### config.mk
export PLATFORM = sky130hd
export DESIGN_NAME = rsi_threshold_trader
export DESIGN_NICKNAME = d
export VERILOG_FILES = /design/src/rtl/rtt_pkg.sv /design/src/rtl/rtt_ctrl.sv /design/src/rtl/rtt_div.sv /design/src/rtl/rtt_dp.sv /design/src/rtl/rsi_threshold_trader.sv
export SDC_FILE = /design/constraint.sdc
export NUM_CORES = 2
export LEC_CHECK = 0
export ABC_AREA = 1
export BUFFER_PORTS_ARGS = -buffer_cell sky130_fd_sc_hd__buf_2
export CAP_MARGIN = 10
export CORE_ASPECT_RATIO = 1.2
export CORE_MARGIN = 2
export CORE_UTILIZATION = 57
export CTS_CLUSTER_DIAMETER = 150
export CTS_CLUSTER_SIZE = 28
export DETAILED_ROUTE_END_ITERATION = 8
export GPL_ROUTABILITY_DRIVEN = 0
export PLACE_DENSITY = 0.77
export SYNTH_ARGS = -nofsm -noshare
export SYNTH_HDL_FRONTEND = slang
export SYNTH_HIERARCHICAL = 1
export SYNTH_SLANG_ARGS = --single-unit
export TNS_END_PERCENT = 100
### constraint.sdc
create_clock -name clk -period 6.85 [get_ports clk]
set_clock_uncertainty 0.05 [all_clocks]
set_input_delay 1.0275 -clock clk [delete_from_list [all_inputs] [get_ports clk]]
set_output_delay 1.0275 -clock clk [all_outputs]
set_load 0.01 [all_outputs]
### src/rtl/rtt_pkg.sv
// Shared types and constants of the RSI threshold trader.
package rtt_pkg;

    localparam int RSI_BITS       = 15;
    localparam int CASH_BITS      = 48;
    localparam int POS_BITS       = 11;
    localparam int LIMIT_BITS     = 10;
    localparam int LEVEL_BITS     = 15;
    localparam int WIN_FIELD_BITS = 7;
    localparam int CFG_DATA_BITS  = 15;
    localparam int CFG_IDX_BITS   = 2;
    localparam int DIV_CNT_BITS   = 4;

    localparam logic [RSI_BITS-1:0] RSI_FULL = 15'd25600;

    localparam logic [WIN_FIELD_BITS-1:0] WIN_RESET   = 7'd14;
    localparam logic [LIMIT_BITS-1:0]     LIMIT_RESET = 10'd1;
    localparam logic [LEVEL_BITS-1:0]     OVERSOLD_RESET   = 15'd7680;
    localparam logic [LEVEL_BITS-1:0]     OVERBOUGHT_RESET = 15'd17920;

    localparam logic [CFG_IDX_BITS-1:0] REG_WINDOW     = 2'd0;
    localparam logic [CFG_IDX_BITS-1:0] REG_LIMIT      = 2'd1;
    localparam logic [CFG_IDX_BITS-1:0] REG_OVERSOLD   = 2'd2;
    localparam logic [CFG_IDX_BITS-1:0] REG_OVERBOUGHT = 2'd3;

    typedef struct packed {
        logic capture;
        logic add_change;
        logic rd_next;
        logic take_oldest;
        logic sub_change;
        logic commit;
        logic calc;
        logic div_start;
        logic buy;
        logic sell;
        logic load_out;
    } cmd_t;

    typedef struct packed {
        logic ready;
        logic total_zero;
        logic div_done;
    } stat_t;

endpackage

### src/rtl/rtt_ctrl.sv
// Sequencing state machine of the RSI threshold trader.
module rtt_ctrl
(
    input  logic          clk,
    input  logic          rst_n,
    input  logic          in_valid,
    output logic          in_ready,
    output logic          out_valid,
    input  logic          out_ready,
    input  rtt_pkg::stat_t stat,
    output rtt_pkg::cmd_t  cmd
);

    localparam logic [3:0] S_IDLE  = 4'd0;
    localparam logic [3:0] S_ADD   = 4'd1;
    localparam logic [3:0] S_RD1   = 4'd2;
    localparam logic [3:0] S_RD2   = 4'd3;
    localparam logic [3:0] S_CALC  = 4'd4;
    localparam logic [3:0] S_DIVGO = 4'd5;
    localparam logic [3:0] S_DIV   = 4'd6;
    localparam logic [3:0] S_BUY   = 4'd7;
    localparam logic [3:0] S_SELL  = 4'd8;
    localparam logic [3:0] S_DONE  = 4'd9;

    logic [3:0] state_reg;
    logic [3:0] state_next;
    logic       out_valid_reg;
    logic       out_valid_next;
    logic       slot_free;

    assign slot_free = !out_valid_reg || out_ready;
    assign in_ready  = (state_reg == S_IDLE);
    assign out_valid = out_valid_reg;

    always_comb
    begin
        state_next     = state_reg;
        cmd            = '0;
        out_valid_next = out_valid_reg && !out_ready;
        unique case (state_reg)
            S_IDLE:
            begin
                if (in_valid)
                begin
                    cmd.capture = 1'b1;
                    state_next  = S_ADD;
                end
            end
            S_ADD:
            begin
                cmd.add_change = 1'b1;
                state_next     = S_RD1;
            end
            S_RD1:
            begin
                cmd.take_oldest = 1'b1;
                cmd.rd_next     = 1'b1;
                state_next      = S_RD2;
            end
            S_RD2:
            begin
                cmd.sub_change = 1'b1;
                cmd.commit     = 1'b1;
                state_next     = S_CALC;
            end
            S_CALC:
            begin
                cmd.calc = 1'b1;
                if (stat.ready && !stat.total_zero)
                    state_next = S_DIVGO;
                else
                    state_next = S_DONE;
            end
            S_DIVGO:
            begin
                cmd.div_start = 1'b1;
                state_next    = S_DIV;
            end
            S_DIV:
            begin
                if (stat.div_done)
                    state_next = S_BUY;
            end
            S_BUY:
            begin
                cmd.buy    = 1'b1;
                state_next = S_SELL;
            end
            S_SELL:
            begin
                cmd.sell   = 1'b1;
                state_next = S_DONE;
            end
            S_DONE:
            begin
                if (slot_free)
                begin
                    cmd.load_out   = 1'b1;
                    out_valid_next = 1'b1;
                    state_next     = S_IDLE;
                end
            end
            default:
            begin
                state_next = S_IDLE;
            end
        endcase
    end

    always_ff @(posedge clk or negedge rst_n)
    begin
        if (!rst_n)
        begin
            state_reg     <= S_IDLE;
            out_valid_reg <= 1'b0;
        end
        else
        begin
            state_reg     <= state_next;
            out_valid_reg <= out_valid_next;
        end
    end

endmodule

### src/rtl/rtt_div.sv
// Restoring divider, one quotient bit per cycle, for the RSI value.
module rtt_div #(
    parameter int SUM_BITS = 31
)
(
    input  logic                                  clk,
    input  logic                                  rst_n,
    input  logic                                  start,
    input  logic [SUM_BITS+rtt_pkg::RSI_BITS-1:0] dividend,
    input  logic [SUM_BITS:0]                     divisor,
    output logic                                  done,
    output logic [rtt_pkg::RSI_BITS-1:0]          quotient
);

    localparam int QB = rtt_pkg::RSI_BITS;

    logic                              busy_reg;
    logic                              done_reg;
    logic [rtt_pkg::DIV_CNT_BITS-1:0]  cnt_reg;
    logic [SUM_BITS:0]                 rem_reg;
    logic [SUM_BITS:0]                 dsr_reg;
    logic [QB-1:0]                     dvd_reg;
    logic [QB-1:0]                     quo_reg;
    logic [SUM_BITS+1:0]               shifted;
    logic [SUM_BITS+1:0]               diff;
    logic                              fits;

    // dividend < 2^QB * divisor, so the top part is already below the divisor
    assign shifted = {rem_reg, dvd_reg[QB-1]};
    assign diff    = shifted - {1'b0, dsr_reg};
    assign fits    = (shifted >= {1'b0, dsr_reg});

    always_ff @(posedge clk or negedge rst_n)
    begin
        if (!rst_n)
        begin
            busy_reg <= 1'b0;
            done_reg <= 1'b0;
            cnt_reg  <= '0;
        end
        else
        begin
            done_reg <= 1'b0;
            if (start)
            begin
                busy_reg <= 1'b1;
                cnt_reg  <= rtt_pkg::DIV_CNT_BITS'(QB);
            end
            else if (busy_reg)
            begin
                cnt_reg <= cnt_reg - 1'b1;
                if (cnt_reg == rtt_pkg::DIV_CNT_BITS'(1))
                begin
                    busy_reg <= 1'b0;
                    done_reg <= 1'b1;
                end
            end
        end
    end

    always_ff @(posedge clk)
    begin
        if (start)
        begin
            rem_reg <= {1'b0, dividend[SUM_BITS+QB-1:QB]};
            dvd_reg <= dividend[QB-1:0];
            dsr_reg <= divisor;
            quo_reg <= '0;
        end
        else if (busy_reg)
        begin
            rem_reg <= fits ? diff[SUM_BITS:0] : shifted[SUM_BITS:0];
            dvd_reg <= {dvd_reg[QB-2:0], 1'b0};
            quo_reg <= {quo_reg[QB-2:0], fits};
        end
    end

    assign done     = done_reg;
    assign quotient = quo_reg;

endmodule

### src/rtl/rtt_dp.sv
// Datapath: price ring, gain and loss sums, RSI, position and cash.
module rtt_dp #(
    parameter int WINDOW_MAX = 64,
    parameter int PRICE_BITS = 24
)
(
    input  logic                                clk,
    input  logic                                rst_n,
    input  logic                                cfg_we,
    input  logic [rtt_pkg::CFG_IDX_BITS-1:0]    cfg_index,
    input  logic [rtt_pkg::CFG_DATA_BITS-1:0]   cfg_data,
    input  logic [PRICE_BITS-1:0]               close_price,
    input  rtt_pkg::cmd_t                       cmd,
    output rtt_pkg::stat_t                      stat,
    output logic                                rsi_ready,
    output logic                                rsi_undefined,
    output logic [rtt_pkg::RSI_BITS-1:0]        rsi_value,
    output logic                                bought,
    output logic                                sold,
    output logic signed [rtt_pkg::POS_BITS-1:0] held_units,
    output logic signed [rtt_pkg::CASH_BITS-1:0] cash_balance
);

    localparam int PTR_BITS  = $clog2(WINDOW_MAX + 1);
    localparam int CNT_BITS  = PTR_BITS + 1;
    localparam int DEPTH     = WINDOW_MAX + 1;
    localparam int SUM_BITS  = PRICE_BITS + PTR_BITS;
    localparam int PROD_BITS = SUM_BITS + rtt_pkg::RSI_BITS;
    localparam int CB        = rtt_pkg::CASH_BITS;
    localparam int PB        = rtt_pkg::POS_BITS;
    localparam int WIN_RST   = (int'(rtt_pkg::WIN_RESET) > WINDOW_MAX) ? WINDOW_MAX
                                                                     : int'(rtt_pkg::WIN_RESET);

    logic [PTR_BITS-1:0]                window_reg;
    logic [rtt_pkg::LIMIT_BITS-1:0]     limit_reg;
    logic [rtt_pkg::LEVEL_BITS-1:0]     oversold_reg;
    logic [rtt_pkg::LEVEL_BITS-1:0]     overbought_reg;
    logic [PTR_BITS-1:0]                win_cfg;
    logic [rtt_pkg::WIN_FIELD_BITS-1:0] win_field;
    logic                               win_write;

    logic [PRICE_BITS-1:0]              ring_mem [DEPTH];
    logic [PRICE_BITS-1:0]              rd_data_reg;
    logic [PTR_BITS-1:0]                rd_addr;

    logic [PTR_BITS-1:0]                ptr_reg;
    logic [PTR_BITS-1:0]                next_ptr;
    logic [CNT_BITS-1:0]                ptr_inc;
    logic [CNT_BITS-1:0]                slots;
    logic [CNT_BITS-1:0]                seen_reg;
    logic                               full;

    logic [PRICE_BITS-1:0]              price_reg;
    logic [PRICE_BITS-1:0]              last_price_reg;
    logic [PRICE_BITS-1:0]              oldest_reg;
    logic [PRICE_BITS-1:0]              older;
    logic [PRICE_BITS-1:0]              newer;
    logic                               up;
    logic [SUM_BITS-1:0]                diff;
    logic                               apply;

    logic [SUM_BITS-1:0]                gain_reg;
    logic [SUM_BITS-1:0]                loss_reg;
    logic [PROD_BITS-1:0]               prod_reg;
    logic [SUM_BITS:0]                  total_reg;
    logic                               div_done;
    logic [rtt_pkg::RSI_BITS-1:0]       quotient;

    logic                               ready_reg;
    logic                               undef_reg;
    logic [rtt_pkg::RSI_BITS-1:0]       rsi_reg;
    logic                               bought_reg;
    logic                               sold_reg;
    logic signed [PB-1:0]               pos_reg;
    logic signed [CB-1:0]               cash_reg;
    logic signed [PB-1:0]               lim_pos;
    logic signed [PB-1:0]               lim_neg;
    logic                               buy_ok;
    logic                               sell_ok;
    logic [CB:0]                        cash_ext;
    logic [CB:0]                        price_ext;
    logic [CB:0]                        cash_sum;
    logic [CB-1:0]                      cash_sat;

    logic                               out_ready_reg;
    logic                               out_undef_reg;
    logic [rtt_pkg::RSI_BITS-1:0]       out_rsi_reg;
    logic                               out_bought_reg;
    logic                               out_sold_reg;
    logic signed [PB-1:0]               out_pos_reg;
    logic signed [CB-1:0]               out_cash_reg;

    // window write: zero acts as one, a value above WINDOW_MAX acts as WINDOW_MAX
    assign win_field = cfg_data[rtt_pkg::WIN_FIELD_BITS-1:0];
    assign win_write = cfg_we && (cfg_index == rtt_pkg::REG_WINDOW);

    always_comb
    begin
        if (win_field == '0)
            win_cfg = PTR_BITS'(1);
        else if ({25'd0, win_field} > WINDOW_MAX)
            win_cfg = PTR_BITS'(WINDOW_MAX);
        else
            win_cfg = PTR_BITS'(win_field);
    end

    always_ff @(posedge clk or negedge rst_n)
    begin
        if (!rst_n)
        begin
            window_reg     <= PTR_BITS'(WIN_RST);
            limit_reg      <= rtt_pkg::LIMIT_RESET;
            oversold_reg   <= rtt_pkg::OVERSOLD_RESET;
            overbought_reg <= rtt_pkg::OVERBOUGHT_RESET;
        end
        else if (cfg_we)
        begin
            unique case (cfg_index)
                rtt_pkg::REG_WINDOW:     window_reg     <= win_cfg;
                rtt_pkg::REG_LIMIT:      limit_reg      <= cfg_data[rtt_pkg::LIMIT_BITS-1:0];
                rtt_pkg::REG_OVERSOLD:   oversold_reg   <= cfg_data;
                rtt_pkg::REG_OVERBOUGHT: overbought_reg <= cfg_data;
                default:                 ;
            endcase
        end
    end

    assign slots    = {1'b0, window_reg} + 1'b1;
    assign ptr_inc  = {1'b0, ptr_reg} + 1'b1;
    assign next_ptr = (ptr_inc == slots) ? '0 : ptr_inc[PTR_BITS-1:0];
    assign full     = (seen_reg >= slots);
    assign rd_addr  = cmd.rd_next ? next_ptr : ptr_reg;

    always_ff @(posedge clk)
    begin
        if (cmd.commit)
            ring_mem[ptr_reg] <= price_reg;
        rd_data_reg <= ring_mem[rd_addr];
    end

    always_ff @(posedge clk)
    begin
        if (cmd.capture)
            price_reg <= close_price;
        if (cmd.take_oldest)
            oldest_reg <= rd_data_reg;
        if (cmd.commit)
            last_price_reg <= price_reg;
    end

    // newest change enters the sums, the oldest one leaves them
    assign older = cmd.sub_change ? oldest_reg  : last_price_reg;
    assign newer = cmd.sub_change ? rd_data_reg : price_reg;
    assign up    = (newer > older);
    assign diff  = SUM_BITS'(up ? (newer - older) : (older - newer));
    assign apply = (cmd.add_change && (seen_reg != '0)) || (cmd.sub_change && full);

    always_ff @(posedge clk or negedge rst_n)
    begin
        if (!rst_n)
        begin
            ptr_reg  <= '0;
            seen_reg <= '0;
            gain_reg <= '0;
            loss_reg <= '0;
        end
        else if (win_write)
        begin
            ptr_reg  <= '0;
            seen_reg <= '0;
            gain_reg <= '0;
            loss_reg <= '0;
        end
        else
        begin
            if (apply)
            begin
                if (up)
                    gain_reg <= cmd.sub_change ? gain_reg - diff : gain_reg + diff;
                else
                    loss_reg <= cmd.sub_change ? loss_reg - diff : loss_reg + diff;
            end
            if (cmd.commit)
            begin
                ptr_reg <= next_ptr;
                if (seen_reg < slots)
                    seen_reg <= seen_reg + 1'b1;
            end
        end
    end

    // 25600 = 2^14 + 2^13 + 2^10
    always_ff @(posedge clk)
    begin
        if (cmd.calc)
        begin
            prod_reg  <= (PROD_BITS'(gain_reg) << 14) + (PROD_BITS'(gain_reg) << 13)
                       + (PROD_BITS'(gain_reg) << 10);
            total_reg <= {1'b0, gain_reg} + {1'b0, loss_reg};
        end
    end

    rtt_div #(
        .SUM_BITS (SUM_BITS)
    ) u_div (
        .clk      (clk),
        .rst_n    (rst_n),
        .start    (cmd.div_start),
        .dividend (prod_reg),
        .divisor  (total_reg),
        .done     (div_done),
        .quotient (quotient)
    );

    assign stat.ready      = full;
    assign stat.total_zero = (gain_reg == '0) && (loss_reg == '0);
    assign stat.div_done   = div_done;

    assign lim_pos = PB'({1'b0, limit_reg});
    assign lim_neg = PB'(0) - lim_pos;
    assign buy_ok  = (rsi_reg <= oversold_reg) && (pos_reg < lim_pos);
    assign sell_ok = (rsi_reg >= overbought_reg) && (pos_reg > lim_neg);

    assign cash_ext  = {cash_reg[CB-1], cash_reg};
    assign price_ext = (CB + 1)'(price_reg);
    assign cash_sum  = cmd.buy ? (cash_ext - price_ext) : (cash_ext + price_ext);

    always_comb
    begin
        if (cash_sum[CB] != cash_sum[CB-1])
            cash_sat = cash_sum[CB] ? {1'b1, {(CB-1){1'b0}}} : {1'b0, {(CB-1){1'b1}}};
        else
            cash_sat = cash_sum[CB-1:0];
    end

    always_ff @(posedge clk)
    begin
        if (cmd.calc)
        begin
            ready_reg  <= full;
            undef_reg  <= full && stat.total_zero;
            rsi_reg    <= '0;
            bought_reg <= 1'b0;
            sold_reg   <= 1'b0;
        end
        else
        begin
            if (div_done)
                rsi_reg <= quotient;
            if (cmd.buy && buy_ok)
                bought_reg <= 1'b1;
            if (cmd.sell && sell_ok)
                sold_reg <= 1'b1;
        end
    end

    always_ff @(posedge clk or negedge rst_n)
    begin
        if (!rst_n)
        begin
            pos_reg  <= '0;
            cash_reg <= '0;
        end
        else if (cmd.buy && buy_ok)
        begin
            pos_reg  <= pos_reg + 1'b1;
            cash_reg <= cash_sat;
        end
        else if (cmd.sell && sell_ok)
        begin
            pos_reg  <= pos_reg - 1'b1;
            cash_reg <= cash_sat;
        end
    end

    always_ff @(posedge clk)
    begin
        if (cmd.load_out)
        begin
            out_ready_reg  <= ready_reg;
            out_undef_reg  <= undef_reg;
            out_rsi_reg    <= rsi_reg;
            out_bought_reg <= bought_reg;
            out_sold_reg   <= sold_reg;
            out_pos_reg    <= pos_reg;
            out_cash_reg   <= cash_reg;
        end
    end

    assign rsi_ready     = out_ready_reg;
    assign rsi_undefined = out_undef_reg;
    assign rsi_value     = out_rsi_reg;
    assign bought        = out_bought_reg;
    assign sold          = out_sold_reg;
    assign held_units    = out_pos_reg;
    assign cash_balance  = out_cash_reg;

endmodule

### src/rtl/rsi_threshold_trader.sv
// Top level of the RSI threshold trader: controller, datapath and ports.
// The RSI divider is skipped when RSI is not formed; otherwise its 15 steps run per request.
// A new request is taken only after the previous result is loaded into the output register.
// A finished result waits in the output register while the next request is taken.
// Reset (rst_n low, asynchronous) clears sums, pointer, count, position and cash and
// loads the register defaults; ring entries are written before they are read.
module rsi_threshold_trader #(
    parameter int WINDOW_MAX = 64,
    parameter int PRICE_BITS = 24
)
(
    input  logic                                  clk,
    input  logic                                  rst_n,
    input  logic                                  cfg_we,
    input  logic [rtt_pkg::CFG_IDX_BITS-1:0]      cfg_index,
    input  logic [rtt_pkg::CFG_DATA_BITS-1:0]     cfg_data,
    input  logic                                  in_valid,
    output logic                                  in_ready,
    input  logic [PRICE_BITS-1:0]                 close_price,
    output logic                                  out_valid,
    input  logic                                  out_ready,
    output logic                                  rsi_ready,
    output logic                                  rsi_undefined,
    output logic [rtt_pkg::RSI_BITS-1:0]          rsi_value,
    output logic                                  bought,
    output logic                                  sold,
    output logic signed [rtt_pkg::POS_BITS-1:0]   held_units,
    output logic signed [rtt_pkg::CASH_BITS-1:0]  cash_balance
);

    rtt_pkg::cmd_t  cmd;
    rtt_pkg::stat_t stat;

    rtt_ctrl u_ctrl (
        .clk       (clk),
        .rst_n     (rst_n),
        .in_valid  (in_valid),
        .in_ready  (in_ready),
        .out_valid (out_valid),
        .out_ready (out_ready),
        .stat      (stat),
        .cmd       (cmd)
    );

    rtt_dp #(
        .WINDOW_MAX (WINDOW_MAX),
        .PRICE_BITS (PRICE_BITS)
    ) u_dp (
        .clk           (clk),
        .rst_n         (rst_n),
        .cfg_we        (cfg_we),
        .cfg_index     (cfg_index),
        .cfg_data      (cfg_data),
        .close_price   (close_price),
        .cmd           (cmd),
        .stat          (stat),
        .rsi_ready     (rsi_ready),
        .rsi_undefined (rsi_undefined),
        .rsi_value     (rsi_value),
        .bought        (bought),
        .sold          (sold),
        .held_units    (held_units),
        .cash_balance  (cash_balance)
    );

endmodule

# == Yosys cells after proc, flatten, opt, wreduce, memory -nomap -nowiden ==
# Memory sizes are Yosys's and may differ from the RTL's. A register that Yosys moved wholly into a read port is not among the register bits.
# Cells that the tools add are included.
# totals
register_bits,535
ramBits,1560
output_inout_bits,80
word_cells,181
memories,1
# mem_list
memory,depth,word_bits,rd,rd_ports_with_merged_regs,write_ports,line,text
u_dp.ring_mem,65,24,1,1,1,rtt_dp.sv:42,logic [PRICE_BITS-1:0] ring_mem [DEPTH];
# op_classes
n_addsub,19
n_lt_le_gt_ge,9
eq_ne,19
muxes,60
n_reduce_logical,36
# ops
op,count
$mux 31,11
$mux 48,4
$add 31x31->31,2
$logic_not 31->1,2
$sub 31x31->31,2
$sub 24x24->25,2
$add 48x25->49,1
$mux 49,1
$sub 48x25->49,1
$mux 24,2
$add 45x44->46,1
$add 46x41->46,1
$mux 7,6
$pmux 4 s10,1
$ge 33x32->1,1
$add 31x31->32,1
$mux 32,1
$sub 32x32->32,1
$mux 15,2
$gt 24x24->1,1
$mux 4,6
$mux 8,3
$mux 11,2
$mux 1,19
other kinds (34),69

# == Logic depth before layout (Yosys ltp) ==
# depth
ltp_word,10
depth_mapped,51
ltp_nobuf,44

# == Modules after synthesis ==
# Netlist, hierarchy kept.
# modules_own_cells
mod,n_inst,cells_each,area_each_um2,seq_area_each_um2
rtt_dp,1,8958,94321.7,58865.2
rtt_div,1,930,6747.7,2812.7
rtt_ctrl,1,60,361.6,125.1

# == Worst setup path before layout ==
# Ideal clock, no wire load.
# synth_timing
path_type,register to register
from,reg u_ctrl.state_reg[3]
to,reg u_dp.gain_reg[15]
setup_ns,0.077
arrival_time_ns,7.352
t_required_ns,6.723
setup_slack_ns,-0.628
path_stages_with_launch,48
path_buffers,7
path_cell_list,dfrtp_1 -> nor2_1 -> inv_1 -> nor2_1 -> buf_4 -> inv_1 -> buf_2 -> clkbuf_1 -> buf_2 -> clkbuf_1 -> clkbuf_1 -> or2_2 -> o21ai_0 -> inv_1 -> ha_1 -> clkbuf_2 -> nand2_2 -> inv_1 -> [12 not listed] -> nand2_1 -> nor2_1 -> a211oi_1 -> nor2_1 -> nor2_1 -> inv_1 -> a21oi_1 -> inv_1 -> nand3_1 -> nand3_1 -> and2_1 -> nand2_1 -> nand2_1 -> nand2_1 -> nand2_1 -> a21oi_1 -> o21ai_1 -> o21ai_1
# synth_rtl
item,line,text
from (decl),rtt_ctrl.sv:25,logic [3:0] state_reg;
from (signal assigned),rtt_ctrl.sv:119,state_reg <= state_next;
to (signal assigned),rtt_dp.sv:179,gain_reg <= cmd.sub_change ? gain_reg - diff : gain_reg + diff;
to (decl),rtt_dp.sv:62,logic [SUM_BITS-1:0] gain_reg;

# == Worst setup path after layout ==
# layout_timing
from,reg u_dp.price_reg[0]
to,reg u_dp.cash_reg[0]
# layout_between
elab_chain_len,6
elab_cells_between_ends,8
classes_between,add/sub (2); eq/ne (1); mux (5)
# layout_rtl
item,line,text
from (decl),rtt_dp.sv:53,logic [PRICE_BITS-1:0] price_reg;
from (signal assigned),rtt_dp.sv:144,price_reg <= close_price;
$add 48x25->49 / $sub 48x25->49 (equally long branches),rtt_dp.sv:226,assign cash_sum = cmd.buy ? (cash_ext - price_ext) : (cash_ext + price_ext);
$mux 49 (*),rtt_dp.sv:226,
$mux 48 / $ne 1x1->1 (equally long branches),"rtt_dp.sv:231, rtt_dp.sv:230",
$mux 48 (*),rtt_dp.sv:230,if (cash_sum[CB] != cash_sum[CB-1])
$mux 48,rtt_dp.sv:269,else if (cmd.sell && sell_ok)
$mux 48 (*),rtt_dp.sv:264,else if (cmd.buy && buy_ok)
to (signal assigned),rtt_dp.sv:267,cash_reg <= cash_sat;
to (signal assigned),rtt_dp.sv:272,cash_reg <= cash_sat;
to (decl),rtt_dp.sv:75,logic signed [CB-1:0] cash_reg;
# Mark *: on every way between the ends. The rest lies on a longest branch, timed or not. The select of a mux whose other input is x is not followed.
# A chain may end at the register's enable or synchronous reset.

==> impl_metrics.yaml <==
grt:
  grt_overflow: 0
  first_global_vias: 73700
  grt_antenna_before_repair: 21
  gr-usage-all-layers_pct: 30.7
  grt_pass1_wl_um: 427000
  grt_max_degree: 235
timing:
  rsz0062_at_grt: "false"
  finalCritPeriodShare_pct: 92.1
  setup_viol: 0
  max_slew_margin_pct: 8.32
  hold_viol: 0
  timing.setup.tns_ns: 0
  fin_crit_ns: 6.31
  slew_violations: 0
  worst_pin_slew_ns: 1.36
  fmax_ghz: 0.158
synth:
  ys_warn_count: 6
  seq_area_frac_synth_pct: 60.9
  syn_area_mm2: 0.101
  avgSynthCellArea_um2: 10.2
  yosysMostFrequentCell: "edfxtp_1"
  synth_commonest_cells: "edfxtp_1, nand2_1, nor2_1"
  synth_edf_count: 1858
  synthArstFlopShare_pct: 9.20
  synth_cell_types: 68
  syn_inst: 9948
  synth.area.top_cells: "edfxtp_1, nand2_1, nor2_1, o21ai_0, dfrtp_1"
  synth_top_area_share_pct: 55.0
  synth-seq-cells: 2109
  synthFlopType: "edfxtp_1"
  yosys.area.top_type: "edfxtp_1"
layout:
  fillerInstances: 13900
  largest_register_ffs: 1560
  multiInputGateArea_mm2: 0.0351
  seq_area_mm2: 0.0618
  instances_no_fill: 12300
  final_cell_area_mm2: 0.108
  post_route_cells_drive_above_1_share_pct: 7.24
  finalNetCount: 10300
  area_growth_syn_to_layout_pct: 6.12
status:
  status: "completed"
clocking:
  cts.sinks: 2109
  cts_max_path_buffers: 3
  clk_root_buffer_cell: "clkbuf_16"
  cts-buffers-inserted: 85
  cts_tree: "done"
  cts.clk_slew.worst_paths_ns: 0.12
  cts_max_level: 3
  insertion_delay_ns: 0.82
setup_path:
  critPathMaxStageDelay_ns: 0.76
  arrival_ns: 6.97
  cp_data_required_time_ns: 7.51
  endpoint_kind: "flop"
  crit_slowest_cell: "edfxtp_1"
  startpoint_type: "flop"
  cp_max_fo: 46
  crit_type: "reg2reg"
placed_design:
  post-place-cells: 12100
  place_hpwl_um: 184000
  port_buffers: 125
  dpl_cell_area_mm2: 0.105
route:
  final_antenna_net_count: 0
  viasPerCell: 6.26
  first_iter_violations: 9839
  vias: 76900
  wl_per_cell_um: 23.3
  wl_um: 286000
  drc: 0
  first_pass_iters: 8
hold_path:
  hold_class: "in2async"
die:
  dieWidth_um: 389
  die-area_mm2: 0.181
  die_height_um: 466
  num_rows: 169
  core-area_mm2: 0.177
  initial_utilization_pct: 57.4
  pin_count: 126
flow_run:
  drv_cap: 0
[final timing paths]
path	start	endpoint	slack, ns	cells past startpoint
setup reg to reg	u_dp/price_reg[0]$_DFFE_PP_	u_dp/cash_reg[0]$_DFFE_PN0P_	0.54	30
min in group clk	close_price[8]	u_dp/price_reg[8]$_DFFE_PP_	0.35	1
hold / removal	rst_n	u_dp/gain_reg[26]$_DFFE_PN0P_	0.16	1
max in group asynchronous	rst_n	u_dp/cash_reg[2]$_DFFE_PN0P_	5.28	2
hold reg to reg	u_dp/u_div/quotient[10]$_SDFFE_PP0P_	u_dp/rsi_reg[10]$_SDFFE_PP0P_	0.36	2
setup / recovery	u_dp/price_reg[0]$_DFFE_PP_	u_dp/cash_reg[0]$_DFFE_PN0P_	0.54	30
[final cells by class]
| type | instances | area share [%] |
|---|---|---|
| clock inverters | 8 | 0.138 |
| well taps | 2308 | 2.68 |
| diodes | 13 | 0.0302 |
| inverters | 806 | 2.84 |
| flip-flops and latches | 2109 | 57.4 |
| repair buffers | 309 | 2.13 |
| multi-input cells | 6608 | 32.6 |
| clock buffers | 129 | 2.15 |
[stage by stage]
step / setup slack [ns] / utilization (%) / hold WS, ns
5_1_grt: 0.0721 / 60.9 / 0.180
2_1_floorplan: 0.176 / - / 0.350
3_5_place_dp: 0.149 / 59.5 / 0.355
6_report: 0.540 / 60.9 / 0.163
4_1_cts: 0.111 / 60.9 / 0.151
3_3_place_gp: 0.471 / 59.5 / 0.351
[critical path: cells and delay by family (launching register included)]
kind / cells / cell delay, ns
compound gates: 8 / 1.43
fa+ha+maj: 2 / 0.60
buf+inv: 6 / 1.00
simple gates: 12 / 1.95
xor+xnor: 2 / 0.41
flops: 1 / 0.76
[metal layers]
metal  part of all wire, %  wire length (um)  track usage [%]  vias to the layer above
met5                 0.034                97                0                        -
met4                   7.0             20100             19.6                       14
met3                    11             30600             5.95                      957
met2                    47            133000             49.8                     4610
met1                    36            102000             37.9                    36900
li1                      -                 -                -                    34500
[logic make-up (layout without fill, tap and decap cells)]
| kind of cell | count (synthesis) | after routing | share of synthesized area, % |
|---|---|---|---|
| adders and majority gates | 337 | 337 | 4.42 |
| DFF | 2109 | 2109 | 60.9 |
| AOI/OAI and AO/OA | 1898 | 1898 | 10.9 |
| buffers and inverters | 1241 | 1252 | 4.79 |
| other | 1 | 23 | 0.00370 |
| and+or+nand+nor | 4172 | 4173 | 17.3 |
| xor gates and xnor gates | 190 | 190 | 1.64 |
[what timing repair did]
action                                  4_1_cts  5_1_grt
endpoints found under the setup margin        0       43
gates resized for setup                       0        9
setup buffers                                 0        0
hold buffers                                  0        0
[cells in the final DEF (no fill, tap or decap), types with 64 or more instances in the layout]
master	netlist	final
nand4_1	64	64
nand2_1	1825	1824
xor2_1	116	116
buf_2	83	124
nor2_2	39	99
edfxtp_1	1858	1858
inv_1	774	768
o221ai_1	223	223
nor2_1	1338	1273
o21ai_0	988	986
clkbuf_16	0	86
o22ai_1	88	88
buf_4	11	162
nand3_1	649	649
xnor2_1	74	74
o211ai_1	128	128
dfrtp_1	183	183
a21oi_1	335	335
ha_1	301	297
Power is not shown: default switching activity piles up to over one toggle a cycle in this logic, so the estimate is an artifact.
